===== src/design/bsc_pkg.sv =====
package bsc_pkg;

    localparam int unsigned QUEUE_DEPTH = 2;
    localparam int unsigned QPTR_W      = (QUEUE_DEPTH > 1) ? $clog2(QUEUE_DEPTH) : 1;
    localparam int unsigned QCNT_W      = $clog2(QUEUE_DEPTH + 1);
    localparam int unsigned APB_ADDR_W  = 5;
    localparam int unsigned APB_DATA_W  = 32;
    localparam int unsigned REG_IDX_W   = 3;

    typedef enum logic [REG_IDX_W-1:0] {
        REG_DIRECTION   = 3'd0,
        REG_START_CHAR  = 3'd1,
        REG_END_CHAR    = 3'd2,
        REG_ESCAPE_CHAR = 3'd3,
        REG_START_CODE  = 3'd4,
        REG_END_CODE    = 3'd5,
        REG_ESCAPE_CODE = 3'd6
    } reg_idx_t;

    localparam logic DIR_ENCODE = 1'b0;
    localparam logic DIR_DECODE = 1'b1;

    localparam logic [7:0] RST_START_CHAR  = 8'd97;
    localparam logic [7:0] RST_END_CHAR    = 8'd98;
    localparam logic [7:0] RST_ESCAPE_CHAR = 8'd122;
    localparam logic [7:0] RST_START_CODE  = 8'd119;
    localparam logic [7:0] RST_END_CODE    = 8'd120;
    localparam logic [7:0] RST_ESCAPE_CODE = 8'd121;

    typedef struct packed {
        logic       direction;
        logic [7:0] start_char;
        logic [7:0] end_char;
        logic [7:0] escape_char;
        logic [7:0] start_code;
        logic [7:0] end_code;
        logic [7:0] escape_code;
    } cfg_t;

    typedef struct packed {
        logic [7:0] data_byte;
        logic       last_byte;
    } in_beat_t;

    typedef struct packed {
        logic [7:0] out_byte;
        logic       out_last;
    } out_beat_t;

    typedef struct packed {
        logic       two;
        logic [7:0] first_byte;
        logic [7:0] second_byte;
        logic       last;
    } entry_t;

endpackage


===== src/design/bsc_front.sv =====
module bsc_front
    import bsc_pkg::*;
(
    input  logic     clk,
    input  logic     rst_n,
    input  cfg_t     cfg,
    input  logic     accept,
    input  in_beat_t beat,
    output logic     push,
    output entry_t   entry,
    output logic     pending
);

    logic escape_pending_reg;
    logic escape_pending_next;
    logic emit;

    always_comb
    begin
        emit                = 1'b1;
        escape_pending_next = 1'b0;
        entry.two           = 1'b0;
        entry.first_byte    = cfg.escape_char;
        entry.second_byte   = beat.data_byte;
        entry.last          = beat.last_byte;
        if (cfg.direction == DIR_ENCODE)
        begin
            priority if (beat.data_byte == cfg.escape_char)
            begin
                entry.two         = 1'b1;
                entry.second_byte = cfg.escape_code;
            end
            else if (beat.data_byte == cfg.start_char)
            begin
                entry.two         = 1'b1;
                entry.second_byte = cfg.start_code;
            end
            else if (beat.data_byte == cfg.end_char)
            begin
                entry.two         = 1'b1;
                entry.second_byte = cfg.end_code;
            end
            else
            begin
                entry.two = 1'b0;
            end
        end
        else if (escape_pending_reg)
        begin
            priority if (beat.data_byte == cfg.start_code)
            begin
                entry.second_byte = cfg.start_char;
            end
            else if (beat.data_byte == cfg.end_code)
            begin
                entry.second_byte = cfg.end_char;
            end
            else if (beat.data_byte == cfg.escape_code)
            begin
                entry.second_byte = cfg.escape_char;
            end
            else if (beat.data_byte == cfg.escape_char && !beat.last_byte)
            begin
                // flush the old escape, hold the new one
                entry.second_byte   = cfg.escape_char;
                entry.last          = 1'b0;
                escape_pending_next = 1'b1;
            end
            else
            begin
                entry.two = 1'b1;
            end
        end
        else if (beat.data_byte == cfg.escape_char && !beat.last_byte)
        begin
            emit                = 1'b0;
            escape_pending_next = 1'b1;
        end
    end

    always_ff @(posedge clk or negedge rst_n)
    begin
        if (!rst_n)
        begin
            escape_pending_reg <= 1'b0;
        end
        else if (accept)
        begin
            escape_pending_reg <= escape_pending_next;
        end
    end

    assign push    = accept && emit;
    assign pending = escape_pending_reg;

endmodule


===== src/design/bsc_queue.sv =====
module bsc_queue
    import bsc_pkg::*;
(
    input  logic              clk,
    input  logic              rst_n,
    input  logic              push,
    input  entry_t            push_entry,
    input  logic              pop,
    output entry_t            head,
    output logic              empty,
    output logic              full,
    output logic [QCNT_W-1:0] count
);

    entry_t              slot_reg [QUEUE_DEPTH];
    logic [QPTR_W-1:0]   wr_ptr_reg;
    logic [QPTR_W-1:0]   rd_ptr_reg;
    logic [QCNT_W-1:0]   count_reg;

    function automatic logic [QPTR_W-1:0] ptr_inc(input logic [QPTR_W-1:0] p);
        if (p == QPTR_W'(QUEUE_DEPTH - 1))
        begin
            return '0;
        end
        return p + QPTR_W'(1);
    endfunction

    always_ff @(posedge clk)
    begin
        if (push)
        begin
            slot_reg[wr_ptr_reg] <= push_entry;
        end
    end

    always_ff @(posedge clk or negedge rst_n)
    begin
        if (!rst_n)
        begin
            wr_ptr_reg <= '0;
            rd_ptr_reg <= '0;
            count_reg  <= '0;
        end
        else
        begin
            if (push)
            begin
                wr_ptr_reg <= ptr_inc(wr_ptr_reg);
            end
            if (pop)
            begin
                rd_ptr_reg <= ptr_inc(rd_ptr_reg);
            end
            if (push && !pop)
            begin
                count_reg <= count_reg + QCNT_W'(1);
            end
            else if (pop && !push)
            begin
                count_reg <= count_reg - QCNT_W'(1);
            end
        end
    end

    assign head  = slot_reg[rd_ptr_reg];
    assign empty = (count_reg == '0);
    assign full  = (count_reg == QCNT_W'(QUEUE_DEPTH));
    assign count = count_reg;

endmodule


===== src/design/bsc_back.sv =====
module bsc_back
    import bsc_pkg::*;
(
    input  logic      clk,
    input  logic      rst_n,
    input  entry_t    head,
    input  logic      empty,
    output logic      pop,
    output logic      valid,
    input  logic      stall,
    output out_beat_t data,
    output logic      phase
);

    logic      valid_reg;
    logic      valid_next;
    logic      phase_reg;
    logic      phase_next;
    out_beat_t data_reg;
    out_beat_t data_next;
    logic      load;

    assign load = !valid_reg || !stall;

    always_comb
    begin
        valid_next = valid_reg;
        phase_next = phase_reg;
        data_next  = data_reg;
        pop        = 1'b0;
        if (load)
        begin
            valid_next = !empty;
            if (!empty)
            begin
                if (head.two && !phase_reg)
                begin
                    data_next.out_byte = head.first_byte;
                    data_next.out_last = 1'b0;
                    phase_next         = 1'b1;
                end
                else
                begin
                    data_next.out_byte = head.second_byte;
                    data_next.out_last = head.last;
                    phase_next         = 1'b0;
                    pop                = 1'b1;
                end
            end
        end
    end

    always_ff @(posedge clk or negedge rst_n)
    begin
        if (!rst_n)
        begin
            valid_reg <= 1'b0;
            phase_reg <= 1'b0;
        end
        else
        begin
            valid_reg <= valid_next;
            phase_reg <= phase_next;
        end
    end

    always_ff @(posedge clk)
    begin
        data_reg <= data_next;
    end

    assign valid = valid_reg;
    assign data  = data_reg;
    assign phase = phase_reg;

endmodule


===== src/design/byte_stuffing_codec.sv =====
// Path: an accepted input beat is written into a queue slot register, then loaded
// into the output data register; a held escape waits for the next beat.
// Throughput: one input beat per cycle while each yields one result beat and the
// sink does not stall; an escape pair holds the output register for both of its
// bytes, and the input stalls once the two-entry queue is full.
// Reset: all configuration registers take their default characters and codes,
// the held escape is cleared, the queue empties and no result beat is valid.
module byte_stuffing_codec
    import bsc_pkg::*;
(
    input  logic                  clk,
    input  logic                  rst_n,
    input  logic                  psel,
    input  logic                  penable,
    input  logic                  pwrite,
    input  logic [APB_ADDR_W-1:0] paddr,
    input  logic [APB_DATA_W-1:0] pwdata,
    output logic [APB_DATA_W-1:0] prdata,
    output logic                  pready,
    input  logic                  src_valid,
    output logic                  src_stall,
    input  in_beat_t              src_data,
    output logic                  snk_valid,
    input  logic                  snk_stall,
    output out_beat_t             snk_data
);

    cfg_t              cfg_reg;
    logic              cfg_write;
    logic [REG_IDX_W-1:0] reg_idx;
    logic              src_accept;
    logic              push;
    entry_t            push_entry;
    logic              pop;
    entry_t            head;
    logic              empty;
    logic              full;
    logic [QCNT_W-1:0] count;
    logic              pending;
    logic              phase;

    assign pready    = 1'b1;
    assign reg_idx   = paddr[REG_IDX_W+1:2];
    assign cfg_write = psel && penable && pwrite && pready;

    always_ff @(posedge clk or negedge rst_n)
    begin
        if (!rst_n)
        begin
            cfg_reg.direction   <= DIR_ENCODE;
            cfg_reg.start_char  <= RST_START_CHAR;
            cfg_reg.end_char    <= RST_END_CHAR;
            cfg_reg.escape_char <= RST_ESCAPE_CHAR;
            cfg_reg.start_code  <= RST_START_CODE;
            cfg_reg.end_code    <= RST_END_CODE;
            cfg_reg.escape_code <= RST_ESCAPE_CODE;
        end
        else if (cfg_write)
        begin
            unique case (reg_idx)
                REG_DIRECTION:   cfg_reg.direction   <= pwdata[0];
                REG_START_CHAR:  cfg_reg.start_char  <= pwdata[7:0];
                REG_END_CHAR:    cfg_reg.end_char    <= pwdata[7:0];
                REG_ESCAPE_CHAR: cfg_reg.escape_char <= pwdata[7:0];
                REG_START_CODE:  cfg_reg.start_code  <= pwdata[7:0];
                REG_END_CODE:    cfg_reg.end_code    <= pwdata[7:0];
                REG_ESCAPE_CODE: cfg_reg.escape_code <= pwdata[7:0];
                default:         ;
            endcase
        end
    end

    always_comb
    begin
        unique case (reg_idx)
            REG_DIRECTION:   prdata = APB_DATA_W'(cfg_reg.direction);
            REG_START_CHAR:  prdata = APB_DATA_W'(cfg_reg.start_char);
            REG_END_CHAR:    prdata = APB_DATA_W'(cfg_reg.end_char);
            REG_ESCAPE_CHAR: prdata = APB_DATA_W'(cfg_reg.escape_char);
            REG_START_CODE:  prdata = APB_DATA_W'(cfg_reg.start_code);
            REG_END_CODE:    prdata = APB_DATA_W'(cfg_reg.end_code);
            REG_ESCAPE_CODE: prdata = APB_DATA_W'(cfg_reg.escape_code);
            default:         prdata = '0;
        endcase
    end

    assign src_stall  = full;
    assign src_accept = src_valid && !src_stall;

    bsc_front u_front (
        .clk     (clk),
        .rst_n   (rst_n),
        .cfg     (cfg_reg),
        .accept  (src_accept),
        .beat    (src_data),
        .push    (push),
        .entry   (push_entry),
        .pending (pending)
    );

    bsc_queue u_queue (
        .clk        (clk),
        .rst_n      (rst_n),
        .push       (push),
        .push_entry (push_entry),
        .pop        (pop),
        .head       (head),
        .empty      (empty),
        .full       (full),
        .count      (count)
    );

    bsc_back u_back (
        .clk   (clk),
        .rst_n (rst_n),
        .head  (head),
        .empty (empty),
        .pop   (pop),
        .valid (snk_valid),
        .stall (snk_stall),
        .data  (snk_data),
        .phase (phase)
    );

    a_queue_bound: assert property (@(posedge clk) disable iff (!rst_n)
        count <= QCNT_W'(QUEUE_DEPTH))
        else $error("queue count beyond depth");

    a_no_pop_empty: assert property (@(posedge clk) disable iff (!rst_n)
        pop |-> !empty)
        else $error("queue popped while empty");

    a_encode_no_hold: assert property (@(posedge clk) disable iff (!rst_n)
        src_accept && (cfg_reg.direction == DIR_ENCODE) |=> !pending)
        else $error("escape held in encode mode");

    a_phase_shown: assert property (@(posedge clk) disable iff (!rst_n)
        phase |-> snk_valid && !snk_data.out_last)
        else $error("pair in progress without first byte shown");

endmodule

===== config.mk =====
export PLATFORM = sky130hd
export DESIGN_NAME = byte_stuffing_codec
export DESIGN_NICKNAME = d
export VERILOG_FILES = /design/src/design/bsc_pkg.sv /design/src/design/bsc_front.sv /design/src/design/bsc_queue.sv /design/src/design/bsc_back.sv /design/src/design/byte_stuffing_codec.sv
export SDC_FILE = /design/constraint.sdc
export NUM_CORES = 1
export LEC_CHECK = 0
export BUFFER_PORTS_ARGS = -buffer_cell sky130_fd_sc_hd__buf_2
export CORE_AREA = 2 2 132 134
export DETAILED_ROUTE_END_ITERATION = 8
export DIE_AREA = 0 0 134 136
export PLACE_DENSITY = 0.58
export SYNTH_ARGS = -nofsm -noshare
export SYNTH_HDL_FRONTEND = slang
export SYNTH_SLANG_ARGS = --single-unit
export TNS_END_PERCENT = 5

===== constraint.sdc =====
create_clock -name clk -period 3.2 [get_ports clk]
set_input_delay 0.64 -clock clk [delete_from_list [all_inputs] [get_ports clk]]
set_output_delay 0.64 -clock clk [all_outputs]
set_load 0.005 [all_outputs]

**Word-level counts from Yosys, hierarchy flattened**

Memory sizes are Yosys's and may differ from the RTL's.
Cells that the tools add are included.

- Bits in registers: 65
- Memory bits (writable): 36
- Output and inout bits: 44
- Memories: 1

- $add $sub $neg: 4
- Equal/unequal tests: 13
- Muxes and demuxes: 48
- Bitwise gates (word level): 1
- Reductions and logical operators: 28

Memories:

| name | depth | bits a word | read ports | clocked after Yosys merged registers in | wr ports | RTL line | source |
|---|---|---|---|---|---|---|---|
| u_queue.slot_reg | 2 | 18 | 1 | 0 | 1 | bsc_queue.sv:15 | `entry_t slot_reg [QUEUE_DEPTH];` |

Operators with widths:

| cell | count |
|---|---|
| 8-bit two-way mux | 7 |
| 8-bit one-hot mux with 7 select lines | 1 |
| 8-bit == test | 6 |
| 1-bit two-way mux | 35 |
| 9-bit two-way mux | 3 |
| 2-bit AND reduction | 8 |
| 3-bit == test (second input constant) | 3 |
| 1-bit logical AND | 8 |
| 1-bit zero test | 8 |
| 3-bit by 2-bit == test with 1-bit output (second input constant) | 2 |
| 2-bit two-way mux | 2 |
| 3-bit by 1-bit == test with 1-bit output (second input constant) | 1 |
| 3-bit zero test | 1 |
| 1-bit adder (second input constant) | 2 |
| 2-bit by 1-bit adder with 2-bit output (second input constant) | 1 |
| 2-bit == test (second input constant) | 1 |
| 2-bit zero test | 1 |
| 2-bit nonzero test | 1 |
| 2-bit by 1-bit subtractor with 2-bit output (second input constant) | 1 |
| 1-bit logical OR | 1 |
| 1-bit NOT | 1 |

**Logic depth before layout (Yosys ltp)**

- Word-level depth: 10
- Mapped depth: 10
- Gate-level depth less buffers: 8

**Hierarchy**

From an unflattened synthesis, not the netlist that was laid out.

- Cell total of the unflattened synthesis: 500
- Area, all modules: 6170.9 um^2

Modules (own cells, without submodules):

| module | instances | cells an instance | area each (um^2) |
|---|---|---|---|
| byte_stuffing_codec | 1 | 196 | 2600.0 |
| bsc_front | 1 | 204 | 1535.2 |
| bsc_queue | 1 | 72 | 1535.2 |
| bsc_back | 1 | 28 | 500.5 |

**Worst setup path before layout**

No wires, ideal clock.

- Kind: input-to-reg
- Start: input port src_data[5] (netlist bit)
- End: memory u_queue.slot_reg[0][0] (netlist bit) (enable)
- Library setup time: 0.395 ns
- Arrival time: 2.503 ns
- Data required time: 2.805 ns
- Slack: 0.302 ns
- Cell stages on the path: 7
- Cell sequence: buf_6 xor2_1 nor4_2 and4bb_4 buf_6 a31oi_1 nor2b_1

- Cells in the longest elaborated chain, start to end: 8

RTL lines:

| item | RTL line | source |
|---|---|---|
| start: declaration | byte_stuffing_codec.sv:22 | `input in_beat_t src_data,` |
| 8-bit == test | bsc_front.sv:74 | `else if (beat.data_byte == cfg.escape_char && !beat.last_byte)` |
| 1-bit logical AND | bsc_front.sv:74 |  |
| 1-bit two-way mux | bsc_front.sv:74 |  |
| 1-bit two-way mux | bsc_front.sv:48 | `else if (escape_pending_reg)` |
| 1-bit two-way mux | bsc_front.sv:26 | `if (cfg.direction == DIR_ENCODE)` |
| 1-bit logical AND | bsc_front.sv:93 | `assign push = accept && emit;` |
| via push | byte_stuffing_codec.sv:32 | `logic push;` |
| 1-bit two-way mux | bsc_queue.sv:30 | `if (push)` |
| 1-bit two-way mux (not written as such) | bsc_queue.sv:32 | `slot_reg[wr_ptr_reg] <= push_entry;` |
| end: declaration | bsc_queue.sv:15 |  |

The timed path passes the listed nets, and every way through them passes these cells.

**Worst setup path after layout**

- Start: register cfg_reg[25] (netlist bit)
- End: memory u_queue.slot_reg[1][16] (netlist bit) (enable)

- Cells in the longest elaborated chain, start to end: 8

RTL lines:

| item | RTL line | source |
|---|---|---|
| start: declaration | byte_stuffing_codec.sv:28 | `cfg_t cfg_reg;` |
| 8-bit == test | bsc_front.sv:74 |  |
| 1-bit logical AND | bsc_front.sv:74 |  |
| 1-bit two-way mux | bsc_front.sv:74 |  |
| 1-bit two-way mux | bsc_front.sv:48 |  |
| 1-bit two-way mux | bsc_front.sv:26 |  |
| 1-bit logical AND | bsc_front.sv:93 |  |
| via push | byte_stuffing_codec.sv:32 |  |
| 1-bit two-way mux | bsc_queue.sv:30 |  |
| 1-bit two-way mux (not written as such) | bsc_queue.sv:32 |  |

The timed path passes the listed nets, and every way through them passes these cells.

==> run_summary.xml <==
<?xml version="1.0" encoding="UTF-8"?>
<metrics>
  <group name="timing">
    <metric name="timing.final.max_slew_violations" unit="">0</metric>
    <metric name="finalWorstPathRequiredPeriod" unit="ns">2.74</metric>
    <metric name="timing.fmax" unit="GHz">0.365</metric>
    <metric name="rsz_0062_raised_after_global_routing" unit="">false</metric>
    <metric name="final.setup_skew" unit="ns">0.00751</metric>
    <metric name="relative_slew_margins" unit="">0.421</metric>
    <metric name="setup-tns-final" unit="ns">0</metric>
    <metric name="report.final.setup_viol" unit="">0</metric>
    <metric name="finalCritPeriodShare" unit="">0.857</metric>
    <metric name="report.final.hold_viol_count" unit="">0</metric>
    <metric name="worstMarginPinSlew" unit="ns">0.867</metric>
  </group>
  <group name="floorplan">
    <metric name="chipHeight" unit="um">136</metric>
    <metric name="die_w" unit="um">134</metric>
    <metric name="dieArea" unit="mm^2">0.0182</metric>
    <metric name="floorplan.initialDensity" unit="">0.340</metric>
    <metric name="placeable_core_region" unit="mm^2">0.0169</metric>
    <metric name="io_pins" unit="">97</metric>
    <metric name="rows" unit="">48</metric>
  </group>
  <group name="setup_path">
    <metric name="cp_cell_sequence" unit="">xor2_1 &gt; nor4_2 &gt; and4bb_4 &gt; a31oi_1 &gt; and2_1</metric>
    <metric name="worstSetupEndpointType" unit="">flip-flop</metric>
    <metric name="critical-path-slowest-cell" unit="">sky130_fd_sc_hd__and2_1</metric>
    <metric name="critPathArrivalTime" unit="ns">2.72</metric>
    <metric name="timing.setup.critical_path_class" unit="">flip-flop to flip-flop</metric>
    <metric name="number_of_buffers_and_inverters_on_the_critical_path" unit="">0</metric>
    <metric name="timing.critical_path.required" unit="ns">3.18</metric>
    <metric name="worstSetupStartpointType" unit="">flip-flop</metric>
    <metric name="critPathTopFamily" unit="">simple AND/OR/NAND/NOR gates</metric>
    <metric name="crit_path_max_fanout" unit="">18</metric>
    <metric name="critPathMaxStageDelay" unit="ns">0.76</metric>
  </group>
  <group name="clocking">
    <metric name="clk_slew_on_worst_s_h_paths" unit="ns">0.06</metric>
    <metric name="clock_tree_from_tritoncts" unit="">built</metric>
    <metric name="clock_latency" unit="ns">0.35</metric>
    <metric name="clk_path_buf_depth" unit="">2</metric>
    <metric name="htree_num_levels" unit="">3</metric>
    <metric name="holdBufCountCts" unit="">0</metric>
    <metric name="clock_sink_count" unit="">101</metric>
    <metric name="post_cts_buffers" unit="">0</metric>
    <metric name="cts_inserted_buffers" unit="">9</metric>
    <metric name="cts_root_buffer" unit="">sky130_fd_sc_hd__clkbuf_16</metric>
    <metric name="cts-resized-gates" unit="">0</metric>
  </group>
  <group name="final_layout">
    <metric name="areaGrowthSynthToFinish" unit="%">11.7</metric>
    <metric name="drive_above_1_share" unit="">0.302</metric>
    <metric name="design.final.nets" unit="">588</metric>
    <metric name="largest_register_ff_count" unit="">49</metric>
    <metric name="instances_no_fill" unit="">764</metric>
    <metric name="inserted_diodes" unit="">0</metric>
  </group>
  <group name="route">
    <metric name="routed_via_density" unit="">5.20</metric>
    <metric name="finalWirelength" unit="um">14400</metric>
    <metric name="first_drt_iteration_drcs" unit="">258</metric>
    <metric name="route.detailed.drc" unit="">0</metric>
    <metric name="detail_route.first_pass.iterations" unit="">6</metric>
    <metric name="antenna_violating_nets_post_route" unit="">0</metric>
    <metric name="routed-via-count" unit="">3970</metric>
    <metric name="detail_routed_net_length_per_standard_cell" unit="um">18.8</metric>
  </group>
  <group name="placed_design">
    <metric name="place.gp.congestion" unit="">0.927</metric>
    <metric name="place_hpwl" unit="um">10800</metric>
    <metric name="place.detailed.instances" unit="">748</metric>
    <metric name="port_buffers" unit="">45</metric>
  </group>
  <group name="power_and_ir_drop">
    <metric name="power_density" unit="mW/mm^2">695</metric>
    <metric name="max-vdd-ir-drop" unit="mV">0.343</metric>
    <metric name="power_leakage" unit="nW">2.57</metric>
    <metric name="total_power" unit="W">0.00446</metric>
  </group>
  <group name="logic_synthesis">
    <metric name="synth-seq-area-share" unit="">0.485</metric>
    <metric name="netlist_top_cells_area" unit="">sky130_fd_sc_hd__edfxtp_1 (24%), sky130_fd_sc_hd__dfrtp_1 (13%), sky130_fd_sc_hd__dfstp_2 (12%), sky130_fd_sc_hd__mux2_2 (7.6%), sky130_fd_sc_hd__xnor2_1 (4.4%)</metric>
    <metric name="synth_top_cell_by_area" unit="">sky130_fd_sc_hd__edfxtp_1</metric>
    <metric name="cell_area_after_technology_mapping" unit="mm^2">0.00574</metric>
    <metric name="yosys.cell_count.top_type" unit="">sky130_fd_sc_hd__edfxtp_1</metric>
    <metric name="synthFlopType" unit="">sky130_fd_sc_hd__edfxtp_1</metric>
    <metric name="yosysTopAreaCellShare" unit="">0.235</metric>
    <metric name="synth_enable_flop_cells" unit="">45</metric>
    <metric name="synth.yosys.warnings" unit="">0</metric>
    <metric name="synth_top_cells_by_count" unit="">sky130_fd_sc_hd__edfxtp_1 (45), sky130_fd_sc_hd__mux2_2 (39), sky130_fd_sc_hd__nand2_1 (38), sky130_fd_sc_hd__dfrtp_1 (30), sky130_fd_sc_hd__o21ai_0 (30)</metric>
    <metric name="ys_async_sr_fraction" unit="">0.554</metric>
    <metric name="post_synth.cell_area_avg" unit="um^2">11.8</metric>
    <metric name="synth.ff_latch_count" unit="">101</metric>
    <metric name="post_synth_num_cell_types" unit="">51</metric>
    <metric name="synth_cells" unit="">487</metric>
  </group>
  <group name="status">
    <metric name="status" unit="">finished, final reports clean</metric>
  </group>
  <group name="min_path">
    <metric name="min_path_type" unit="">primary input to asynchronous set/reset pin</metric>
  </group>
  <group name="grt">
    <metric name="grt-ovfl-total" unit="">0</metric>
    <metric name="antenna_violations_before_repair" unit="">0</metric>
    <metric name="first_global_vias" unit="">4006</metric>
    <metric name="maximum_number_of_pins_on_one_net_before_global_route_repair" unit="">57</metric>
    <metric name="grt_pass1_wl" unit="um">23200</metric>
    <metric name="global_route.usage.total" unit="">0.168</metric>
  </group>
  <group name="job">
    <metric name="drv_cap" unit="">0</metric>
  </group>
</metrics>
per-layer routing:
layer	GRT usage	up-vias	wire, um
met2	0.266	131	6690
met4	0.0579	0	369
met5	0	-	0
met1	0.231	1973	6610
li1	-	1838	-
met3	0.0343	28	698
kinds of logic (layout without fill, tap and decap cells):
| kind of cell | after synthesis | after routing | share of synthesized area |
|---|---|---|---|
| other | 2 | 25 | 0.00131 |
| adder cells (fa/ha/maj) | 1 | 1 | 0.00218 |
| multiplexers | 61 | 61 | 0.132 |
| flip-flops | 101 | 101 | 0.485 |
| XOR/XNOR | 53 | 53 | 0.0822 |
| AO/OA/AOI/OAI | 99 | 99 | 0.122 |
| buffers and inverters | 72 | 101 | 0.0854 |
| AND/OR/NAND/NOR | 98 | 98 | 0.0898 |
final timing paths:
check	slack, ns	from	depth (start not counted)	end
max in group asynchronous	2.28	rst_n	2	cfg_reg[19]
max	0.46	cfg_reg[25]	5	u_queue.slot_reg[1][16]
max reg2reg	0.46	cfg_reg[25]	5	u_queue.slot_reg[1][16]
min	0.42	rst_n	2	u_back.valid
min reg2reg	0.49	u_queue.count[1]	2	u_back.valid
min in group clk	0.49	u_queue.count[1]	2	u_back.valid
report_power, final:
group | leakage [nW] | switching, W | internal, W
clock | 0.166 | 0.000468 | 0.000729
combinational | 1.34 | 0.000594 | 0.000560
sequential | 1.06 | 0.000273 | 0.00183
placed cells by master (no fill, tap or decap), types with 2 or more instances in the layout:
cell type and instances:
sky130_fd_sc_hd__buf_2 45, sky130_fd_sc_hd__edfxtp_1 45, sky130_fd_sc_hd__mux2_2 39, sky130_fd_sc_hd__nand2_1 38, sky130_fd_sc_hd__o21ai_0 30, sky130_fd_sc_hd__dfrtp_1 30
sky130_fd_sc_hd__xnor2_1 29, sky130_fd_sc_hd__dfstp_2 26, sky130_fd_sc_hd__conb_1 25, sky130_fd_sc_hd__xor2_1 23, sky130_fd_sc_hd__buf_4 22, sky130_fd_sc_hd__inv_1 18
sky130_fd_sc_hd__a21oi_1 16, sky130_fd_sc_hd__nor2_1 15, sky130_fd_sc_hd__mux2i_1 14, sky130_fd_sc_hd__o32ai_1 9, sky130_fd_sc_hd__clkbuf_16 9, sky130_fd_sc_hd__mux4_2 8
sky130_fd_sc_hd__nand4_1 8, sky130_fd_sc_hd__or4_1 8, sky130_fd_sc_hd__a211oi_1 8, sky130_fd_sc_hd__o311a_1 8, sky130_fd_sc_hd__a2111o_1 8, sky130_fd_sc_hd__nor2b_1 7
sky130_fd_sc_hd__a22oi_1 6, sky130_fd_sc_hd__a221oi_1 4, sky130_fd_sc_hd__nor4_1 4, sky130_fd_sc_hd__nor2_2 3, sky130_fd_sc_hd__a22o_1 2, sky130_fd_sc_hd__nand2b_1 2
sky130_fd_sc_hd__nor3_1 2, sky130_fd_sc_hd__nor3b_1 2, sky130_fd_sc_hd__a31oi_1 2, sky130_fd_sc_hd__o221ai_1 2, sky130_fd_sc_hd__or3_1 2, sky130_fd_sc_hd__bufinv_16 2
sky130_fd_sc_hd__clkinv_4 2, sky130_fd_sc_hd__clkbuf_8 2
stage by stage:
stage               area (um^2)  hold WS, ns  setup slack (ns)   util
finish                     6410        0.417             0.458  0.380
detailed placement         6080        0.473             0.192  0.360
CTS                        6410        0.440             0.404  0.380
global placement           6080        0.466             0.256  0.360
floorplan                  5830        0.344             0.302      -
global route               6410        0.477             0.267  0.380
final cells by class:
cell class,instances,area (um^2)
clock buffers,11,253
clock inverters,5,82.6
fillers,1681,10500
inverters,18,67.6
multi-input cells,337,2550
flip-flops and latches,101,2790
well taps,225,282
repair buffers,67,390
Note: power is estimated with default switching activity, not from simulation.
